File: config.mk
export PLATFORM = sky130hd
export DESIGN_NAME = sam_cordic_stage
export DESIGN_NICKNAME = d
export VERILOG_FILES = /design/src/rtl/sam_pkg.sv /design/src/rtl/sam_cordic_stage.sv
export SDC_FILE = /design/constraint.sdc
export NUM_CORES = 1
export LEC_CHECK = 0
export BUFFER_PORTS_ARGS = -buffer_cell sky130_fd_sc_hd__clkbuf_2
export CORE_UTILIZATION = 40
export DETAILED_ROUTE_END_ITERATION = 16
export SYNTH_ARGS = -nofsm -noshare
export SYNTH_HDL_FRONTEND = slang
export SYNTH_SLANG_ARGS = --single-unit
export TNS_END_PERCENT = 1
File: constraint.sdc
create_clock -name clk -period 5.25 [get_ports clk]
set_input_delay 1.3125 -clock clk [delete_from_list [all_inputs] [get_ports clk]]
set_output_delay 1.3125 -clock clk [all_outputs]
set_load 0.1 [all_outputs]
File: src/rtl/sam_pkg.sv
// Package: constants, tables and helpers of the sprite affine matrix builder.
`default_nettype none
package sam_pkg;

  localparam int CordicStagesDef = 16;
  localparam int TableLen        = 24;

  localparam logic [14:0] TurnUnits    = 15'd23040;
  localparam logic [14:0] HalfUnits    = 15'd11520;
  localparam logic [14:0] QuarterUnits = 15'd5760;

  // pi * 2^30
  localparam logic [31:0] PiQ30   = 32'd3373259426;
  localparam logic [31:0] GainQ30 = 32'd652032874;
  localparam logic signed [33:0] OneQ30 = 34'sd1073741824;

  // Angle to radians: t*pi*2^30/11520 splits into t*RadK plus
  // (t*RadR + 5760)/11520. The second quotient drops the 2^8 factor of 11520
  // by a shift and divides by the odd rest (45) with a reciprocal multiply,
  // exact for every dividend the angle range can produce.
  localparam logic [18:0] RadK = 19'(PiQ30 / 32'(HalfUnits));
  localparam logic [12:0] RadR = 13'(PiQ30 % 32'(HalfUnits));
  localparam int RadShift   = 8;
  localparam int RecipShift = 24;
  localparam logic [18:0] RecipOdd =
    19'(((64'd1 << RecipShift) + 64'(HalfUnits >> RadShift) - 64'd1) /
        64'(HalfUnits >> RadShift));

  // Angles carry 2^30*atan(2^-i)
  function automatic logic [29:0] atan_q30(input logic [4:0] i);
    logic [29:0] v;
    begin
      case (i)
        5'd0:  v = 30'd843314856;
        5'd1:  v = 30'd497837829;
        5'd2:  v = 30'd263043837;
        5'd3:  v = 30'd133525158;
        5'd4:  v = 30'd67021687;
        5'd5:  v = 30'd33543516;
        5'd6:  v = 30'd16775851;
        5'd7:  v = 30'd8388437;
        5'd8:  v = 30'd4194282;
        5'd9:  v = 30'd2097149;
        5'd10: v = 30'd1048575;
        5'd11: v = 30'd524287;
        5'd12: v = 30'd262143;
        5'd13: v = 30'd131071;
        5'd14: v = 30'd65535;
        5'd15: v = 30'd32767;
        5'd16: v = 30'd16383;
        5'd17: v = 30'd8191;
        5'd18: v = 30'd4095;
        5'd19: v = 30'd2047;
        5'd20: v = 30'd1023;
        5'd21: v = 30'd511;
        5'd22: v = 30'd255;
        5'd23: v = 30'd127;
        default: v = 30'd0;
      endcase
      return v;
    end
  endfunction

  // Saturate a signed 64-bit value to 32 bits.
  function automatic logic signed [31:0] sat32(input logic signed [63:0] v);
    logic signed [31:0] r;
    begin
      if (v > 64'sd2147483647) r = 32'sh7fffffff;
      else if (v < -64'sd2147483648) r = 32'sh80000000;
      else r = v[31:0];
      return r;
    end
  endfunction

endpackage
`default_nettype wire

File: src/rtl/sam_cordic_stage.sv
// One registered CORDIC rotation stage with its pass-along payload.
`default_nettype none
module sam_cordic_stage
  import sam_pkg::*;
#(
  parameter int IDX = 0,
  parameter int PW  = 8
) (
  input  wire              clk,
  input  wire              rst_n,
  input  wire              adv,
  input  wire              v_in,
  input  wire signed [33:0] x_in,
  input  wire signed [33:0] y_in,
  input  wire signed [33:0] z_in,
  input  wire [PW-1:0]     p_in,
  output logic             v_r,
  output logic signed [33:0] x_r,
  output logic signed [33:0] y_r,
  output logic signed [33:0] z_r,
  output logic [PW-1:0]    p_r
);
  logic signed [33:0] dx, dy, at;

  assign dx = y_in >>> IDX;
  assign dy = x_in >>> IDX;
  assign at = {4'd0, atan_q30(5'(IDX))};

  always_ff @(posedge clk) begin
    if (!rst_n) begin
      v_r <= 1'b0;
    end else if (adv) begin
      v_r <= v_in;
    end
  end

  // Hold payload on stall.
  always_ff @(posedge clk) begin
    if (adv) begin
      p_r <= p_in;
      if (!z_in[33]) begin
        x_r <= x_in - dx;
        y_r <= y_in + dy;
        z_r <= z_in - at;
      end else begin
        x_r <= x_in + dx;
        y_r <= y_in - dy;
        z_r <= z_in + at;
      end
    end
  end
endmodule
`default_nettype wire

Word level (Yosys, flattened, before mapping)
Cells that the tools add are included.
{"block": "word_totals", "register_bits": 111, "latch_bits": 0, "ram_bits": 0, "mem_bits_ro": 0, "inputBits": 114, "output_inout_bits": 111, "wordCells": 13, "mem_count": 0}
{"block": "classes", "add_sub_neg": 5, "n_mul": 0, "div": 0, "order_cmp": 0, "n_eq_ne": 0, "n_shift": 0, "mux": 3, "n_bitwise": 0, "n_reduce_logical": 0}
{"operator": "$mux W34", "count": 3}
{"operator": "$sub A34 B34 Y34", "count": 2}
{"operator": "$add A34 B31 Y34 const B", "count": 1}
{"operator": "$add A34 B34 Y34", "count": 1}
{"operator": "$sub A34 B31 Y34 const B", "count": 1}

Longest topological paths before layout
Gate-level depths: netlist (run 1).
{"block": "depth", "depth_word": 2, "mapped_depth": 14, "depth_no_buf": 12}

Worst setup path after synthesis (run 1)
No wires, ideal clock.
{"block": "synth_timing", "path_type": "input to register", "from": "in z_in[33]", "to": "reg z_r[27], data pin", "setup_time_ns": 0.262, "t_arrival_ns": 4.287, "required_ns": 4.988, "slack_ns": 0.701, "path_stages": 14, "path_buffers": 3, "path_cell_list": "buf_2 > inv_1 > clkbuf_1 > clkbuf_1 > ha_1 > nand2_1 > o21ai_1 > a2111oi_0 > o22ai_1 > a41o_1 > o21ai_1 > o21ba_2 > o21bai_1 > xor2_1"}
{"block": "synth_between", "elab_chain_cells": 1}
{"element": "start: declaration", "line": "sam_cordic_stage.sv:15", "text": "input wire signed [33:0] z_in,"}
{"element": "$mux W34", "line": "sam_cordic_stage.sv:41", "text": "if (!z_in[33]) begin"}
{"element": "end signal: assignment", "line": "sam_cordic_stage.sv:44", "text": "z_r <= z_in - at;"}
{"element": "end signal: assignment", "line": "sam_cordic_stage.sv:48", "text": "z_r <= z_in + at;"}
{"element": "end: declaration", "line": "sam_cordic_stage.sv:20", "text": "output logic signed [33:0] z_r,"}
Every way passes these cells.
A chain may end at the register's enable or synchronous reset.

Final worst setup path (run 1)
{"block": "layout_timing", "from": "in x_in[2]", "to": "reg x_r[28], data pin"}
{"block": "layout_between", "elab_chain_cells": 2, "word_cells_on_any_way": 3, "classes_between": "add/sub: 2; mux: 1"}
{"element": "start: declaration", "line": "sam_cordic_stage.sv:13", "text": "input wire signed [33:0] x_in,"}
{"element": "$sub A34 B34 Y34 or $add A34 B34 Y34 (tied branches)", "line": "sam_cordic_stage.sv:42, sam_cordic_stage.sv:46"}
{"element": "$mux W34 *", "line": "sam_cordic_stage.sv:41"}
{"element": "end signal: assignment", "line": "sam_cordic_stage.sv:42", "text": "x_r <= x_in - dx;"}
{"element": "end signal: assignment", "line": "sam_cordic_stage.sv:46", "text": "x_r <= x_in + dx;"}
{"element": "end: declaration", "line": "sam_cordic_stage.sv:18", "text": "output logic signed [33:0] x_r,"}
Mark *: on every way between the ends. The rest lies on a longest branch, timed or not.

==> out/qor.yml, run 1 <==
timing:
  fin_crit_ns: 4.11
  whs_ns: 0.529
  maxSlewViolCount: 0
  final-setup-viol-count: 0
  rsz0062_at_grt: "no"
  tightest_slew_ns: 0.806
  fin_crit_sh_pct: 78.2
  fin_skew_ns: 0
  fmax_mhz: 244
  fin_setup_tns_ns: 0
  relSlewSlack_pct: 45.6
  finalHoldViolations: 0
synth:
  yosysWarnings: 0
  synth_top_family_by_area: "compound AO/OA/AOI/OAI gates"
  synth_xor_area_share_pct: 7.40
  ys.flop_type: "edfxtp_1"
  synth-edff-count: 109
  synth.area.mux_share_pct: 1.63
  ys_ff_latch: 110
  synth_cells: 1176
  syn_area_mm2: 0.0104
  yosysUniqueCellTypes: 81
  synth_compound_area_share_pct: 24.7
  synth-simple-area-share_pct: 12.6
  synth_seq_area_share_pct: 31.6
  synth_area_per_cell_um2: 8.86
  synthAdderAreaFrac_pct: 16.1
  synth_nets: 1422
  synthArstFlopShare_pct: 0
critical_path:
  path_class: "in2reg"
  slowest_delay_ns: 0.47
  r2r_cells: 2
  cp-end-kind: "flop"
  slowest_stage: "o21ai_1"
  start_kind: "input pin"
  path_buf_inv: 2
  crit_chain: "clkbuf_2 -> inv_1 -> ha_1 -> nor2b_1 -> o211ai_1 -> a21oi_2 -> a221oi_4 -> o31a_2 -> o21ai_1 -> a21boi_1 -> mux2i_1 -> xnor2_1"
  cp.required_ns: 5.34
  arrival_ns: 4.20
  path_depth: 12
  critPathTopFamily: "compound AO/OA/AOI/OAI gates"
  worst-path-max-fanout: 11
floorplanning:
  die_w_um: 163
  rows: 58
  die_area_mm2: 0.0267
  start_util_pct: 41.1
  io-pin-count: 225
  coreArea_mm2: 0.0253
  die_h_um: 163
placed_design:
  io_buffers: 224
  globalplace.congestion: 0.944
  dp_hpwl_um: 25100
detailed_routing:
  drtIter0Drc: 874
  post_drt_wl_per_cell_um: 18.0
  drc: 0
  drtAntennaViolNets: 0
  vias: 9511
  dr.pass1.iters: 6
  avgViaCountPerCell: 5.56
  totalWireLength_um: 30900
clocking:
  clock-sinks: 110
  ctsHtreeMaxLevel: 3
  cts_max_path_buffers: 2
  post_cts_resized: 0
  postCtsSetupBuffers: 0
  cts_tree: "done"
  hold_buffers: 0
  cts-buffers-inserted: 9
  clock_latency_ns: 0.36
  root_buffer: "clkbuf_16"
  clkTransAtPathRegs_ns: 0.09
worst_hold_path:
  holdPathStages: 2
  hp-class: "reg2reg"
global_routing:
  grt_antenna_before_repair: 0
  grt_pass1_vias: 8816
  grt_max_degree: 53
  grt_usage_pct: 22.9
  grt-ovfl-total: 0
  grt_pass1_wl_um: 47300
finish:
  final_nets: 1621
  layout-drive-gt1-share_pct: 20.3
  final_common_cell: "clkbuf_2"
  layout_common_cells: "clkbuf_2, a21oi_1, ha_1"
  diodes: 0
  area_growth_pct: 16.2
  fillers: 2535
run_status:
  status: "complete, no violations"
flow_run:
  drv_cap: 0
power:
  p_per_area_mw_per_mm2: 334
  power.leakage_uw: 0.00541
  ir_worst_vdd_mv: 0.242
state kept, by name (all words and copies together), names as in the netlist:
signal,cells
z_r,34
y_r,33
v_r,1
p_r,8
x_r,34
path summary, 6_finish.rpt:
| kind | startpoint | endpoint | slack (ns) |
|---|---|---|---|
| worst max-delay path | x_in[2] | x_r[28] | 1.14 |
| worst min-delay path | v_r | v_r | 0.53 |
| worst max register to register | v_r | v_r | 4.66 |
| worst min register to register | v_r | v_r | 0.53 |
through the flow:
| stage | cells | setup slack (ns) | utilization (%) | area, um2 | power [uW] |
|---|---|---|---|---|---|
| after CTS | 1710 | 1.21 | 47.8 | 12100 | 4060 |
| after detailed placement | 1694 | 0.833 | 46.6 | 11800 | 3340 |
| after global routing | 1710 | 0.874 | 47.8 | 12100 | 4220 |
| after floorplan | 1176 | 0.701 | - | 10400 | 2910 |
| after global placement | 1694 | 0.862 | 46.6 | 11800 | 3340 |
| final | 1710 | 1.14 | 47.8 | 12100 | 4040 |
report_power, final:
group	internal (uW)	leakage, uW	switching (uW)
Clock	341	0.000148	373
Combinational	464	0.00419	1660
Sequential	1150	0.00108	48.9
Total	1960	0.00541	2080
final cells by class:
class / count / area, um2 / share of cell area [%]
Clock buffer: 9 / 225 / 1.86
Clock inverter: 7 / 78.8 / 0.651
Inverter: 107 / 402 / 3.32
Multi-Input combinational cell: 915 / 6500 / 53.7
Sequential cell: 110 / 3290 / 27.2
Tap cell: 330 / 413 / 3.41
Timing Repair Buffer: 232 / 1190 / 9.80
tightest hold or removal path: cells and delay by family (launching register included):
family,cells,cell delay (ns)
DFF,1,0.32
and+or+nand+nor,1,0.06
muxes,1,0.12
logic make-up after synthesis:
kind of cell | after synthesis
adder cells (fa/ha/maj) | 132
flip-flops | 110
multiplexers | 17
AO/OA/AOI/OAI | 403
AND/OR/NAND/NOR | 275
buffers and inverters | 151
XOR/XNOR | 88
per-layer routing:
metal | GRT usage [%] | vias up | wire length (um)
li1 | - | 4638 | -
met5 | 0 | - | 0
met3 | 3.45 | 32 | 2150
met2 | 35.3 | 380 | 13700
met1 | 33.2 | 4461 | 14500
met4 | 6.03 | 0 | 529
synth_stat cells (15+ instances only):
library cell    n  share of area [%]
nand3_1        20               0.96
nor2_1        100                3.6
nor3_1         17               0.82
o21bai_1       28                2.0
nand2_1        60                2.2
edfxtp_1      109                 31
a21oi_1       149                7.2
o21ai_0        74                3.6
o21ai_1        15               0.72
xnor2_1        72                6.1
buf_2          19               0.91
xor2_1         16                1.3
ha_1          128                 15
clkbuf_1       16               0.58
inv_1         104                3.7
a21o_1         22                1.6
mux2i_1        17                1.6
Power figures use the tool's default switching activity.
==> run 2: changes to the inputs <==
==> constraint.sdc (replaced) <==
create_clock -name clk -period 3.4 [get_ports clk]
set_input_delay 0.85 -clock clk [delete_from_list [all_inputs] [get_ports clk]]
set_output_delay 0.85 -clock clk [all_outputs]
set_load 0.1 [all_outputs]
==> out/qor.yml, run 2 (synthesized netlist as in run 1, its figures left out) <==
timing:
  maxSlewViolCount: 0  # unchanged
  fin_ws_ns: 0.0385  # -1.11 ns
  final-setup-viol-count: 0  # unchanged
  relSlewSlack_pct: 46.6  # +0.95 points
  fin_setup_tns_ns: 0  # unchanged
  fin_crit_sh_pct: 98.9
  fmax_mhz: 297
  fin_skew_ns: 0  # unchanged
  fin_crit_ns: 3.36
  finalHoldViolations: 0  # unchanged
  rsz0062_at_grt: "yes"
  tightest_slew_ns: 0.802  # -0.00409 ns
finish:
  fillers: 2362  # -6.8%
  final_nets: 1854  # +14%
  layout_common_cells: "buf_4, clkbuf_2, a21oi_1"
  final_common_cell: "buf_4"
  final_cells: 1943  # +14%
  largest_registers: "x_r (34), z_r (34), y_r (33)"
  diodes: 0  # unchanged
  area_growth_pct: 33.7
  layout-drive-gt1-share_pct: 32.5  # +12 points
  fin_area_mm2: 0.0139  # +15%
power:
  power.leakage_uw: 0.00656  # +21%
  total_power_uw: 6600  # +63%
  ir_worst_vdd_mv: 0.392  # +62%
  p_per_area_mw_per_mm2: 474  # +42%
detailed_routing:
  drtAntennaViolNets: 0  # unchanged
  top_layer: "met4"
  drc: 0  # unchanged
  post_drt_wl_per_cell_um: 17.2  # -4.9%
  routed-wl-met2_um: 15000  # +9.8%
  dr.pass1.iters: 6  # unchanged
  wl_met3_um: 2020  # -6.0%
  drtIter0Drc: 935  # +7.0%
  vias: 10300  # +8.7%
  m1WireLength_um: 15700  # +8.6%
  avgViaCountPerCell: 5.32  # -4.4%
  totalWireLength_um: 33300  # +8.0%
critical_path:
  crit_chain: "clkbuf_2 -> buf_4 -> ha_1 -> or2_2 -> o211ai_1 -> a31oi_2 -> or3_1 -> a21boi_2 -> o21bai_1 -> a21oi_2 -> a21oi_1 -> xnor2_1"
  path_buf_inv: 2  # unchanged
  cp.required_ns: 3.55  # -1.79 ns
  slowest_delay_ns: 0.42  # -0.05 ns
  critPathTopFamily: "compound AO/OA/AOI/OAI gates"
  path_class: "in2reg"
  slowest_stage: "or3_1"
  cp-end-kind: "flop"
  start_kind: "input pin"
  arrival_ns: 3.51  # -0.69 ns
  worst-path-max-fanout: 4  # -7
floorplanning:
  coreArea_mm2: 0.0253  # unchanged
  io-pin-count: 225  # unchanged
  die_h_um: 163  # unchanged
  rows: 58  # unchanged
  start_util_pct: 41.1  # unchanged
  die_w_um: 163  # unchanged
  die_area_mm2: 0.0267  # unchanged
clocking:
  cts_max_path_buffers: 2  # unchanged
  cts-buffers-inserted: 9  # unchanged
  cts_tree: "done"
  clock-sinks: 110  # unchanged
  root_buffer: "clkbuf_16"
  clkTransAtPathRegs_ns: 0.08  # about the same
  hold_buffers: 0  # unchanged
  clock_latency_ns: 0.36  # about the same
  ctsHtreeMaxLevel: 3  # unchanged
run_status:
  status: "complete, no violations"
placed_design:
  placed_area_mm2: 0.0136  # +15%
  io_buffers: 224  # unchanged
  dp_slack_ns: -0.306  # -1.14 ns
  place_inst: 1926  # +14%
  globalplace.congestion: 0.959  # +1.6%
  dp_hpwl_um: 28100  # +12%
global_routing:
  grt-ovfl-total: 0  # unchanged
  grt_usage_pct: 24.7  # +1.8 points
  grt_pass1_wl_um: 50900  # +7.6%
  grt_max_degree: 72  # +36%
  grt_antenna_before_repair: 0  # unchanged
  grt_pass1_vias: 9669  # +9.7%
flow_run:
  drv_cap: 0  # unchanged
worst_hold_path:
  hp-class: "reg2reg"
==> run 2: changes by cell type in the layout (fill, tap and decap cells not counted), sizes merged <==
cell	before	now
buf	10	243
clkinvlp	0	1
inv	109	107
clkinv	5	6
==> run 2: area by class of cell <==
class                           count  area (um2)  area share, %
Multi-Input combinational cell    915        6570           47.1
Sequential cell                   110        3290           23.6
Timing Repair Buffer              465        2950           21.2
Tap cell                          330         413           2.96
Inverter                          107         402           2.88
Clock buffer                        9         225           1.62
Clock inverter                      7        80.1          0.575
==> run 2: where the power goes <==
| part | total (uW) | switching (uW) | internal (uW) | leakage, uW |
|---|---|---|---|---|
| Sequential | 1860 | 77.0 | 1780 | 0.00108 |
| Combinational | 3650 | 2660 | 996 | 0.00534 |
| Clock | 1090 | 562 | 524 | 0.000145 |
| Total | 6600 | 3300 | 3300 | 0.00656 |
==> run 2: final timing paths <==
check                           startpoint  slack (ns)  cells past startpoint       to
worst max register to register         v_r        2.81                      2      v_r
worst min register to register         v_r        0.53                      2      v_r
worst min-delay path                   v_r        0.53                      2      v_r
worst max-delay path               x_in[1]        0.04                     12  y_r[13]
==> run 2: metrics by stage <==
step	hold slack, ns	utilization [%]
final	0.530	55.0
after global routing	0.590	55.0
after CTS	0.536	54.8
after detailed placement	0.519	53.6
after global placement	0.503	53.6
after floorplan	0.949	-
==> run 2: repair_timing <==
item	CTS	global route
setup buffers	0	1
gates resized for setup	0	11
endpoints found under the setup margin	0	19
==> run 2: routing by layer <==
metal	vias to the layer above	track usage, %
met2	371	39.2
met5	-	0
met4	0	6.67
met3	35	3.48
met1	4829	34.9
li1	5100	-
==> run 2: worst reg2reg max path, delay by kind of cell, from the launching register on <==
kind             cells  cell delay (ns)
flip-flops           1             0.32
AND/OR/NAND/NOR      1             0.06
multiplexers         1             0.12
